`src/rtl/wsfd_pkg.sv`:
```
`default_nettype none

package wsfd_pkg;

  localparam int unsigned LenW = 64;

  localparam logic [3:0] OpText   = 4'h1;
  localparam logic [3:0] OpBinary = 4'h2;
  localparam logic [3:0] OpClose  = 4'h8;
  localparam logic [3:0] OpMask   = 4'hF;

  localparam logic [6:0] LenMask  = 7'h7F;
  localparam logic [6:0] LenExt16 = 7'd126;
  localparam logic [6:0] LenExt64 = 7'd127;

  localparam logic [3:0] ExtBytes16 = 4'd2;
  localparam logic [3:0] ExtBytes64 = 4'd8;

  typedef enum logic [1:0] {
    EvByte  = 2'd0,
    EvEmpty = 2'd1,
    EvClose = 2'd2
  } ev_kind_e;

  typedef struct packed {
    logic       valid;
    ev_kind_e   kind;
    logic [7:0] data;
    logic [3:0] opcode;
    logic       last;
  } result_t;

endpackage

`default_nettype wire

```
`src/rtl/wsfd_rx_if.sv`:
```
`default_nettype none

interface wsfd_rx_if;
  logic       valid;
  logic       ready;
  logic [7:0] rx_byte;

  modport source (output valid, output rx_byte, input ready);
  modport sink (input valid, input rx_byte, output ready);
endinterface

`default_nettype wire

```
`src/rtl/wsfd_ev_if.sv`:
```
`default_nettype none

interface wsfd_ev_if;
  logic       valid;
  logic       ready;
  logic [1:0] event_kind;
  logic [7:0] payload_byte;
  logic [3:0] frame_opcode;
  logic       last_of_frame;

  modport source (output valid, output event_kind, output payload_byte,
                  output frame_opcode, output last_of_frame, input ready);
  modport sink (input valid, input event_kind, input payload_byte,
                input frame_opcode, input last_of_frame, output ready);
endinterface

`default_nettype wire

```
`src/rtl/websocket_frame_deframer_unit.sv`:
```
`default_nettype none

// Channel  Dir  Fields                                               Handshake
// rx_i     in   rx_byte[7:0]                                         valid/ready
// ev_o     out  event_kind[1:0] payload_byte[7:0] frame_opcode[3:0]  valid/ready
//              last_of_frame
//
// One word is taken per cycle while the event register is not held full. A word
// goes through an input register, the parser state update, and an event register;
// it leaves the input register only when the event register is free or being taken.
// The 64-bit length counter decrement is the widest path.
// Reset clears the parse state and both valid flags. When the event register is
// full and not taken, a word in the input register holds and rx_i.ready drops.

module websocket_frame_deframer_unit (
  input  wire logic clk_i,
  input  wire logic rst_ni,
  wsfd_rx_if.sink   rx_i,
  wsfd_ev_if.source ev_o
);

  logic              in_valid_q;
  logic [7:0]        in_byte_q;
  logic              out_valid_q;
  wsfd_pkg::result_t out_q;
  wsfd_pkg::result_t res;
  logic              advance;

  assign advance    = in_valid_q && (!out_valid_q || ev_o.ready);
  assign rx_i.ready = !in_valid_q || advance;

  wsfd_parser u_parser (
    .clk_i  (clk_i),
    .rst_ni (rst_ni),
    .step_i (advance),
    .byte_i (in_byte_q),
    .res_o  (res)
  );

  always_ff @(posedge clk_i or negedge rst_ni) begin
    if (!rst_ni) begin
      in_valid_q  <= 1'b0;
      out_valid_q <= 1'b0;
    end else begin
      if (rx_i.ready) begin
        in_valid_q <= rx_i.valid;
      end
      if (advance) begin
        out_valid_q <= res.valid;
      end else if (ev_o.ready) begin
        out_valid_q <= 1'b0;
      end
    end
  end

  always_ff @(posedge clk_i) begin
    if (rx_i.ready && rx_i.valid) begin
      in_byte_q <= rx_i.rx_byte;
    end
    if (advance && res.valid) begin
      out_q <= res;
    end
  end

  assign ev_o.valid         = out_valid_q;
  assign ev_o.event_kind    = out_q.kind;
  assign ev_o.payload_byte  = out_q.data;
  assign ev_o.frame_opcode  = out_q.opcode;
  assign ev_o.last_of_frame = out_q.last;

endmodule

`default_nettype wire

```
`src/rtl/wsfd_parser.sv`:
```
`default_nettype none

module wsfd_parser (
  input  wire logic               clk_i,
  input  wire logic               rst_ni,
  input  wire logic               step_i,
  input  wire logic [7:0]         byte_i,
  output wsfd_pkg::result_t       res_o
);

  typedef enum logic [2:0] {
    PhHeader = 3'd0,
    PhLength = 3'd1,
    PhExtLen = 3'd2,
    PhData   = 3'd3,
    PhSkip   = 3'd4
  } phase_e;

  phase_e                      phase_q, phase_d;
  logic [3:0]                  opcode_q, opcode_d;
  logic [wsfd_pkg::LenW-1:0]   remain_q, remain_d;
  logic [3:0]                  ext_left_q, ext_left_d;
  logic                        closed_q, closed_d;

  logic [6:0]                  len_code;
  logic [wsfd_pkg::LenW-1:0]   ext_acc;
  logic [3:0]                  ext_left_dec;
  logic                        hdr_done;
  logic [wsfd_pkg::LenW-1:0]   hdr_len;
  logic                        is_data;
  logic [wsfd_pkg::LenW-1:0]   remain_dec;
  logic                        remain_last;

  assign len_code     = byte_i[6:0] & wsfd_pkg::LenMask;
  assign ext_acc      = {remain_q[wsfd_pkg::LenW-9:0], byte_i};
  assign ext_left_dec = (ext_left_q != 4'd0) ? ext_left_q - 4'd1 : 4'd0;
  assign is_data      = (opcode_q == wsfd_pkg::OpText) || (opcode_q == wsfd_pkg::OpBinary);
  assign remain_dec   = remain_q - {{(wsfd_pkg::LenW-1){1'b0}}, 1'b1};
  assign remain_last  = (remain_q == {{(wsfd_pkg::LenW-1){1'b0}}, 1'b1});

  always_comb begin
    phase_d    = phase_q;
    opcode_d   = opcode_q;
    remain_d   = remain_q;
    ext_left_d = ext_left_q;
    closed_d   = closed_q;
    hdr_done   = 1'b0;
    hdr_len    = '0;
    res_o      = '0;

    if (step_i && !closed_q) begin
      case (phase_q)
        PhLength: begin
          remain_d = '0;
          if (len_code == wsfd_pkg::LenExt16) begin
            ext_left_d = wsfd_pkg::ExtBytes16;
            phase_d    = PhExtLen;
          end else if (len_code == wsfd_pkg::LenExt64) begin
            ext_left_d = wsfd_pkg::ExtBytes64;
            phase_d    = PhExtLen;
          end else begin
            ext_left_d = 4'd0;
            remain_d   = {{(wsfd_pkg::LenW-7){1'b0}}, len_code};
            hdr_done   = 1'b1;
            hdr_len    = {{(wsfd_pkg::LenW-7){1'b0}}, len_code};
          end
        end
        PhExtLen: begin
          remain_d   = ext_acc;
          ext_left_d = ext_left_dec;
          if (ext_left_dec == 4'd0) begin
            hdr_done = 1'b1;
            hdr_len  = ext_acc;
          end
        end
        PhData: begin
          remain_d = remain_dec;
          if (remain_last) begin
            phase_d = PhHeader;
          end
          res_o.valid  = 1'b1;
          res_o.kind   = wsfd_pkg::EvByte;
          res_o.data   = byte_i;
          res_o.opcode = opcode_q;
          res_o.last   = remain_last;
        end
        PhSkip: begin
          remain_d = remain_dec;
          if (remain_last) begin
            phase_d = PhHeader;
          end
        end
        default: begin
          opcode_d   = byte_i[3:0] & wsfd_pkg::OpMask;
          remain_d   = '0;
          ext_left_d = 4'd0;
          if ((byte_i[3:0] & wsfd_pkg::OpMask) == wsfd_pkg::OpClose) begin
            closed_d     = 1'b1;
            phase_d      = PhHeader;
            res_o.valid  = 1'b1;
            res_o.kind   = wsfd_pkg::EvClose;
            res_o.opcode = wsfd_pkg::OpClose;
            res_o.last   = 1'b1;
          end else begin
            phase_d = PhLength;
          end
        end
      endcase

      // Once the length is known, pick data, skip, an empty-frame event (data frames), or the next header.
      if (hdr_done) begin
        if (is_data) begin
          if (hdr_len == '0) begin
            phase_d      = PhHeader;
            res_o.valid  = 1'b1;
            res_o.kind   = wsfd_pkg::EvEmpty;
            res_o.opcode = opcode_q;
            res_o.last   = 1'b1;
          end else begin
            phase_d = PhData;
          end
        end else begin
          phase_d = (hdr_len == '0) ? PhHeader : PhSkip;
        end
      end
    end
  end

  always_ff @(posedge clk_i or negedge rst_ni) begin
    if (!rst_ni) begin
      phase_q    <= PhHeader;
      opcode_q   <= 4'd0;
      remain_q   <= '0;
      ext_left_q <= 4'd0;
      closed_q   <= 1'b0;
    end else begin
      phase_q    <= phase_d;
      opcode_q   <= opcode_d;
      remain_q   <= remain_d;
      ext_left_q <= ext_left_d;
      closed_q   <= closed_d;
    end
  end

endmodule

`default_nettype wire
```
`src/flat_wrapper.sv`:
```
// flat-port wrapper written by rule: the top's interface ports become plain ports
module websocket_frame_deframer_unit_flat 
  (clk_i, rst_ni, rx_i_valid, rx_i_rx_byte, rx_i_ready, ev_o_valid, ev_o_event_kind, ev_o_payload_byte, ev_o_frame_opcode, ev_o_last_of_frame, ev_o_ready);
  wsfd_rx_if rx_i_i ();
  wsfd_ev_if ev_o_i ();
  input  wire logic clk_i;
  input  wire logic rst_ni;
  input wire logic [$bits(rx_i_i.valid)-1:0] rx_i_valid;
  input wire logic [$bits(rx_i_i.rx_byte)-1:0] rx_i_rx_byte;
  output wire logic [$bits(rx_i_i.ready)-1:0] rx_i_ready;
  output wire logic [$bits(ev_o_i.valid)-1:0] ev_o_valid;
  output wire logic [$bits(ev_o_i.event_kind)-1:0] ev_o_event_kind;
  output wire logic [$bits(ev_o_i.payload_byte)-1:0] ev_o_payload_byte;
  output wire logic [$bits(ev_o_i.frame_opcode)-1:0] ev_o_frame_opcode;
  output wire logic [$bits(ev_o_i.last_of_frame)-1:0] ev_o_last_of_frame;
  input wire logic [$bits(ev_o_i.ready)-1:0] ev_o_ready;
  assign rx_i_i.valid = rx_i_valid;
  assign rx_i_i.rx_byte = rx_i_rx_byte;
  assign rx_i_ready = rx_i_i.ready;
  assign ev_o_valid = ev_o_i.valid;
  assign ev_o_event_kind = ev_o_i.event_kind;
  assign ev_o_payload_byte = ev_o_i.payload_byte;
  assign ev_o_frame_opcode = ev_o_i.frame_opcode;
  assign ev_o_last_of_frame = ev_o_i.last_of_frame;
  assign ev_o_i.ready = ev_o_ready;
  websocket_frame_deframer_unit u_core (.clk_i(clk_i), .rst_ni(rst_ni), .rx_i(rx_i_i), .ev_o(ev_o_i));
endmodule
```
`config.mk`:
```
export PLATFORM = sky130hd
export DESIGN_NAME = websocket_frame_deframer_unit_flat
export DESIGN_NICKNAME = d
export VERILOG_FILES = /design/src/rtl/wsfd_pkg.sv /design/src/rtl/wsfd_rx_if.sv /design/src/rtl/wsfd_ev_if.sv /design/src/rtl/websocket_frame_deframer_unit.sv /design/src/rtl/wsfd_parser.sv /design/src/flat_wrapper.sv
export SDC_FILE = /design/constraint.sdc
export NUM_CORES = 1
export LEC_CHECK = 0
export ABC_AREA = 1
export ABC_CLOCK_PERIOD_IN_PS = 2830
export BUFFER_PORTS_ARGS = -buffer_cell sky130_fd_sc_hd__buf_2
export CAP_MARGIN = 10
export CORE_UTILIZATION = 60
export DETAILED_ROUTE_END_ITERATION = 12
export HOLD_SLACK_MARGIN = 0.12
export PLACE_DENSITY_LB_ADDON = 0.3
export RECOVER_POWER = 100
export SYNTH_ARGS = -nofsm -noshare
export SYNTH_HDL_FRONTEND = slang
export SYNTH_HIERARCHICAL = 1
export SYNTH_SLANG_ARGS = --single-unit
```
`constraint.sdc`:
```
create_clock -name clk_i -period 2.83 [get_ports clk_i]
set_input_delay 0.566 -clock clk_i [delete_from_list [all_inputs] [get_ports clk_i]]
set_output_delay 0.566 -clock clk_i [all_outputs]
set_load 0.02 [all_outputs]
```
-- Word level (Yosys, flattened, before mapping)
Index checks and enable logic that the tools add are counted.
- register bits: 101
- input bits: 12
- $add $sub $neg: 2
- equal/unequal tests: 13
- multiplexer cells: 38
- bitwise gates (word level): 2
- reduce and logical (&&, ||, !) cells: 22
- operators with widths (kind ; count):
    $pmux W64 S3 ; 1
    $mux W64 ; 2
    $pmux W64 S2 ; 1
    $eq A64 B1 Y1 const B ; 1
    $logic_not A64 Y1 ; 1
    $sub A64 B1 Y64 const B ; 1
    $mux W3 ; 10
    $mux W5 ; 4
    $mux W16 ; 1
    $eq A7 B7 Y1 const B ; 2
    $mux W7 ; 2
    $mux W4 ; 3
    $pmux W4 S3 ; 1
    $pmux W5 S2 ; 1
    $pmux W3 S3 ; 1
    $mux W8 ; 1
    $mux W1 ; 7
    $eq A3 B2 Y1 const B ; 2
    $pmux W3 S2 ; 1
    $reduce_and A2 Y1 ; 3
    $eq A4 B1 Y1 const B ; 1
    $eq A4 B2 Y1 const B ; 1
    $eq A4 B4 Y1 const B ; 1
    $logic_and A1 B1 Y1 ; 4
    19 further kinds ; 24

-- Logic depth before layout (Yosys ltp)
- word-level depth: 12
- depth in mapped cells: 13

-- Modules after synthesis
Netlist, hierarchy kept.
- modules (own cells, without submodules) (module ; instances ; cells an instance ; area each (sq um)):
    wsfd_parser ; 1 ; 1067 ; 6120.9
    websocket_frame_deframer_unit ; 1 ; 38 ; 797.0

-- Worst setup path before layout
No wires, ideal clock.
- kind: input to register
- start point: in ev_o_ready
- end point: reg u_core.out_q (netlist bit u_core/ev_o.event_kind[0]), enable pin
- setup time: 0.387 ns
- arrival: 2.160 ns
- slack: 0.283 ns
- cell stages on the path: 11
- buffers on the path: 1
- path through: inv_1 > nand2_1 > nand2_1 > inv_1 > nand2_1 > inv_1 > buf_2 > nand4_2 > nand2_2 > inv_1 > nor2_1
- RTL lines (element ; line ; RTL):
    start, declared ; flat_wrapper.sv:16 ; input wire logic [$bits(ev_o_i.ready)-1:0] ev_o_ready;
    end signal, assigned ; websocket_frame_deframer_unit.sv:61 ; out_q <= res;
    end, declared ; websocket_frame_deframer_unit.sv:25 ; wsfd_pkg::result_t out_q;

==> results.sh <==
export IMPL_mappedNetlistNets=1119
export IMPL_start_util_pct=62.7
export IMPL_intPower_uw=2290
export IMPL_die_area_sq_um=12000
export IMPL_clock_sinks=101
export IMPL_ys_seq_elements=101
export IMPL_diodes=0
export IMPL_p_per_area_nw_per_um2=391
export IMPL_status="finished with violations"
export IMPL_die_x_um=109
export IMPL_p_sw_uw=621
export IMPL_synth_simple_gate_area_share_pct=44.2
export IMPL_ir_worst_vdd_v=0.000624
export IMPL_setup_tns_ns=0
export IMPL_routabilityCongestion=0.938
export IMPL_clk_pin_slew_ns=0.07
export IMPL_hold_buffers=0
export IMPL_whs_ns=0.377
export IMPL_cp_cell_sequence="nor3_2 -> nand2_1 -> o21ai_0 -> nand2_1 -> nand4_1 -> nand2_2 -> inv_1 -> nor2_1 -> buf_4"
export IMPL_arrival_ns=2.61
export IMPL_r2r_end="u_core/ev_o.payload_byte[1]$_DFFE_PP_"
export IMPL_fp_row_count=38
export IMPL_synth_xor_area_share_pct=0.380
export IMPL_pin_count=29
export IMPL_p_clk_share_pct=46.4
export IMPL_pwr_share_comb_pct=1.8
export IMPL_yosys_warnings=6
export IMPL_final_antenna_net_count=0
export IMPL_post_cts_resized=0
export IMPL_crit_type="flop to flop"
export IMPL_fp_dieH_um=109
export IMPL_cts_root_buf="clkbuf_16"
export IMPL_synth_seq_area_share_pct=38.2
export IMPL_syn_area_per_cell_sq_um=6.26
export IMPL_multiInputGateArea_sq_um=3680
export IMPL_fin_area_sq_um=7440
export IMPL_core_area_sq_um=11000
export IMPL_port_buffers=28
export IMPL_vias=7181
export IMPL_overflow=0
export IMPL_via_per_inst=5.65
export IMPL_setup_viol=0
export IMPL_h_tree_depth=3
export IMPL_grt_usage_pct=35.4
export IMPL_synthCells=1105
export IMPL_leakage_uw=0.00367
export IMPL_cpLargestDelayFamily="simple AND/OR/NAND/NOR gates"
export IMPL_grt_max_degree=91
export IMPL_worst_setup_path_end_kind="flop"
export IMPL_clk_latency_ns=0.36
export IMPL_critPathMostFrequentCell="nand2_1"
export IMPL_synth_mux_area_share_pct=0
export IMPL_critical_path_buf_inv_count=2
export IMPL_final_nets=1140
export IMPL_wl_per_cell_um=15.7
export IMPL_slowest_delay_ns=0.61
export IMPL_grt_pass1_vias=6475
export IMPL_routed_wl_mm=19.9
export IMPL_cts_tree="built"
export IMPL_layout_drive_gt1_share_pct=4.51
export IMPL_cts_made_buffers=9
export IMPL_rsz0062_at_grt="false"
export IMPL_synth_cell_types=34
export IMPL_period_needed_ns=2.50
export IMPL_critPathMaxFanout=15
export IMPL_holdCritStartpoint="rx_i_rx_byte[1]"
export IMPL_fin_crit_sh_pct=88.4
export IMPL_postCtsSetupBuffers=0
export IMPL_hp_class="primary input to flop"
export IMPL_max_cap_viol_count=1
export IMPL_drcViolationCount=0
export IMPL_grt_pass1_wl_mm=31.8
export IMPL_seq_power_share_pct=51.9
export IMPL_drt_iter0_drc=831
export IMPL_num_fill_cells=998
export IMPL_cts_path_max_buffers=2
export IMPL_hold_path_depth=1
export IMPL_synth_compound_area_share_pct=8.92
export IMPL_fin_worst_skew_ns=0.00966
export IMPL_maxClockFrequency_ghz=0.400
export IMPL_worst_path_max_delay_cell="nor3_2"
export IMPL_r2r_start="u_core/u_parser/phase_q[2]$_DFFE_PN0P_"
export IMPL_worst_r2r_path_depth=9
export IMPL_drt_pass1_iter_count=5
export IMPL_violations="max-capacitance violations, max-slew violations"
export IMPL_hold_viol=0
export IMPL_critPathLaunchType="flop"
export IMPL_critPathRequiredTime_ns=2.93
export IMPL_worst_pin_slew_ns=1.90
export IMPL_cp_depth=9
export IMPL_synth_top_family_by_area="simple AND/OR/NAND/NOR gates"
export IMPL_relSlewSlack_pct=-26.4
export IMPL_area_growth_pct=7.58
export IMPL_setup_worst_path_start="u_core/u_parser/phase_q[2]$_DFFE_PN0P_"
export IMPL_r2r_slack_ns=0.33
export IMPL_hpwlAfterDp_mm=14.5
export IMPL_synthAdderAreaFrac_pct=0.362
export IMPL_switching_share_pct=21.4
export IMPL_slew_viol_final=32
export IMPL_seq_area_sq_um=2640
export IMPL_syn_area_sq_um=6920
export IMPL_holdPathEnd="u_core/in_byte_q[1]$_DFFE_PP_"
export IMPL_placed_cell_area_sq_um=7200
export IMPL_antenna_found_initial=0
[registers in the layout, summed over array words and instances (netlist names)]
signal,flops
u_core/u_parser/remain_q,64
u_core/ev_o.payload_byte,8
u_core/in_byte_q,8
u_core/ev_o.frame_opcode,4
u_core/u_parser/ext_left_q,4
u_core/u_parser/opcode_q,4
u_core/u_parser/phase_q,3
u_core/ev_o.event_kind,2
u_core/ev_o.last_of_frame,1
u_core/ev_o.valid,1
u_core/in_valid_q,1
u_core/u_parser/closed_q,1
[layer usage]
| metal | GRT usage (%) | up-vias | wire, um | part of all wire, % |
|---|---|---|---|---|
| met5 | 0 | - | 0 | 0 |
| met4 | 10.2 | 0 | 369 | 1.9 |
| met3 | 8.60 | 30 | 2000 | 10 |
| met2 | 54.5 | 335 | 8780 | 44 |
| met1 | 49.7 | 3285 | 8790 | 44 |
| li1 | - | 3531 | - | - |
[cell usage after synthesis]
| cell | n | area share, % |
|---|---|---|
| a32o_1 | 2 | 0.29 |
| nand2_1 | 436 | 24 |
| o22ai_1 | 1 | 0.090 |
| xor2_1 | 3 | 0.38 |
| nand4_1 | 7 | 0.63 |
| nor2_4 | 1 | 0.16 |
| nand4_2 | 1 | 0.18 |
| nor2_2 | 9 | 0.81 |
| o21ai_1 | 5 | 0.36 |
| o21ai_0 | 88 | 6.4 |
| o21bai_1 | 3 | 0.33 |
| edfxtp_1 | 23 | 10 |
| dfrtp_1 | 78 | 28 |
| buf_1 | 5 | 0.27 |
| a32oi_1 | 2 | 0.25 |
| nor2_1 | 183 | 9.9 |
| nand2_4 | 3 | 0.49 |
| nand2_2 | 6 | 0.54 |
| a22oi_1 | 1 | 0.11 |
| o32ai_1 | 1 | 0.13 |
| nor3_4 | 3 | 0.71 |
| nand3b_1 | 1 | 0.11 |
| nor3_1 | 2 | 0.14 |
| a21oi_1 | 9 | 0.65 |
| nand3_1 | 88 | 6.4 |
| inv_1 | 114 | 6.2 |
| buf_4 | 3 | 0.33 |
| a21oi_4 | 1 | 0.24 |
| buf_2 | 6 | 0.43 |
| clkbuf_1 | 12 | 0.65 |
| inv_2 | 2 | 0.11 |
| o31ai_1 | 1 | 0.11 |
| ha_1 | 2 | 0.36 |
| nand3_2 | 3 | 0.43 |
[per-stage QoR]
step | setup WS (ns) | util (%) | instances | total power [uW]
detailed placement | 0.507 | 65.3 | 1255 | 1590
CTS | 0.488 | 68.2 | 1271 | 2920
global route | 0.154 | 67.5 | 1271 | 2980
finish | 0.328 | 67.5 | 1271 | 2910
global placement | 0.564 | 65.3 | 1255 | 1590
floorplan | 0.283 | - | 1105 | 1540
[layout make-up]
type | count | share of cell area, %
Sequential cell | 101 | 35.5
Clock inverter | 6 | 1.18
Tap cell | 140 | 2.35
Clock buffer | 10 | 3.08
Inverter | 116 | 5.85
Multi-Input combinational cell | 862 | 49.4
Timing Repair Buffer | 36 | 2.64
[cell usage in the layout (no fill, tap or decap), types with 4 or more instances in the layout]
cell	netlist	final
edfxtp_1	23	23
nand2_1	436	440
nor2_1	183	187
nand4_1	7	8
dfrtp_1	78	78
o21ai_0	88	92
clkbuf_1	12	20
a21oi_1	9	9
nand3_1	88	90
clkbuf_16	0	9
nor2_2	9	6
buf_2	6	10
inv_1	114	113
buf_4	3	4
[power groups by stage]
| stage | combinational (uW) | sequential, uW | clock (uW) |
|---|---|---|---|
| after CTS | 53.3 | 1510 | 1360 |
| after global routing | 58.7 | 1510 | 1410 |
| after detailed placement | 53.1 | 1540 | 0 |
| final | 51.1 | 1510 | 1350 |
| after global placement | 51.6 | 1540 | 0 |
| after floorplan | 12.6 | 1530 | 0 |
[logic make-up (layout without fill, tap and decap cells)]
kind of cell,count (synthesis),in the layout
adder cells (fa/ha/maj),2,2
AO/OA/AOI/OAI,114,114
buffers and inverters,142,168
AND/OR/NAND/NOR,743,743
XOR/XNOR,3,3
flip-flops,101,101
[worst reg2reg max path, stage by stage, from the launching register on]
cell and delay (ns):
dfrtp_1 0.45, nor3_2 0.61, nand2_1 0.26, o21ai_0 0.22
nand2_1 0.13, nand4_1 0.20, nand2_2 0.07, inv_1 0.07
nor2_1 0.04, buf_4 0.19
[worst max-delay path by stage]
stage                                             to  slack [ns]
6_report       u_core/ev_o.payload_byte[1]$_DFFE_PP_        0.33
2_1_floorplan    u_core/ev_o.event_kind[0]$_DFFE_PP_        0.28
5_1_grt        u_core/ev_o.payload_byte[6]$_DFFE_PP_        0.15
3_3_place_gp   u_core/ev_o.frame_opcode[0]$_DFFE_PP_        0.56
4_1_cts        u_core/ev_o.payload_byte[1]$_DFFE_PP_        0.49
3_5_place_dp   u_core/ev_o.frame_opcode[0]$_DFFE_PP_        0.51
Note: power is estimated with default switching activity, not from simulation.
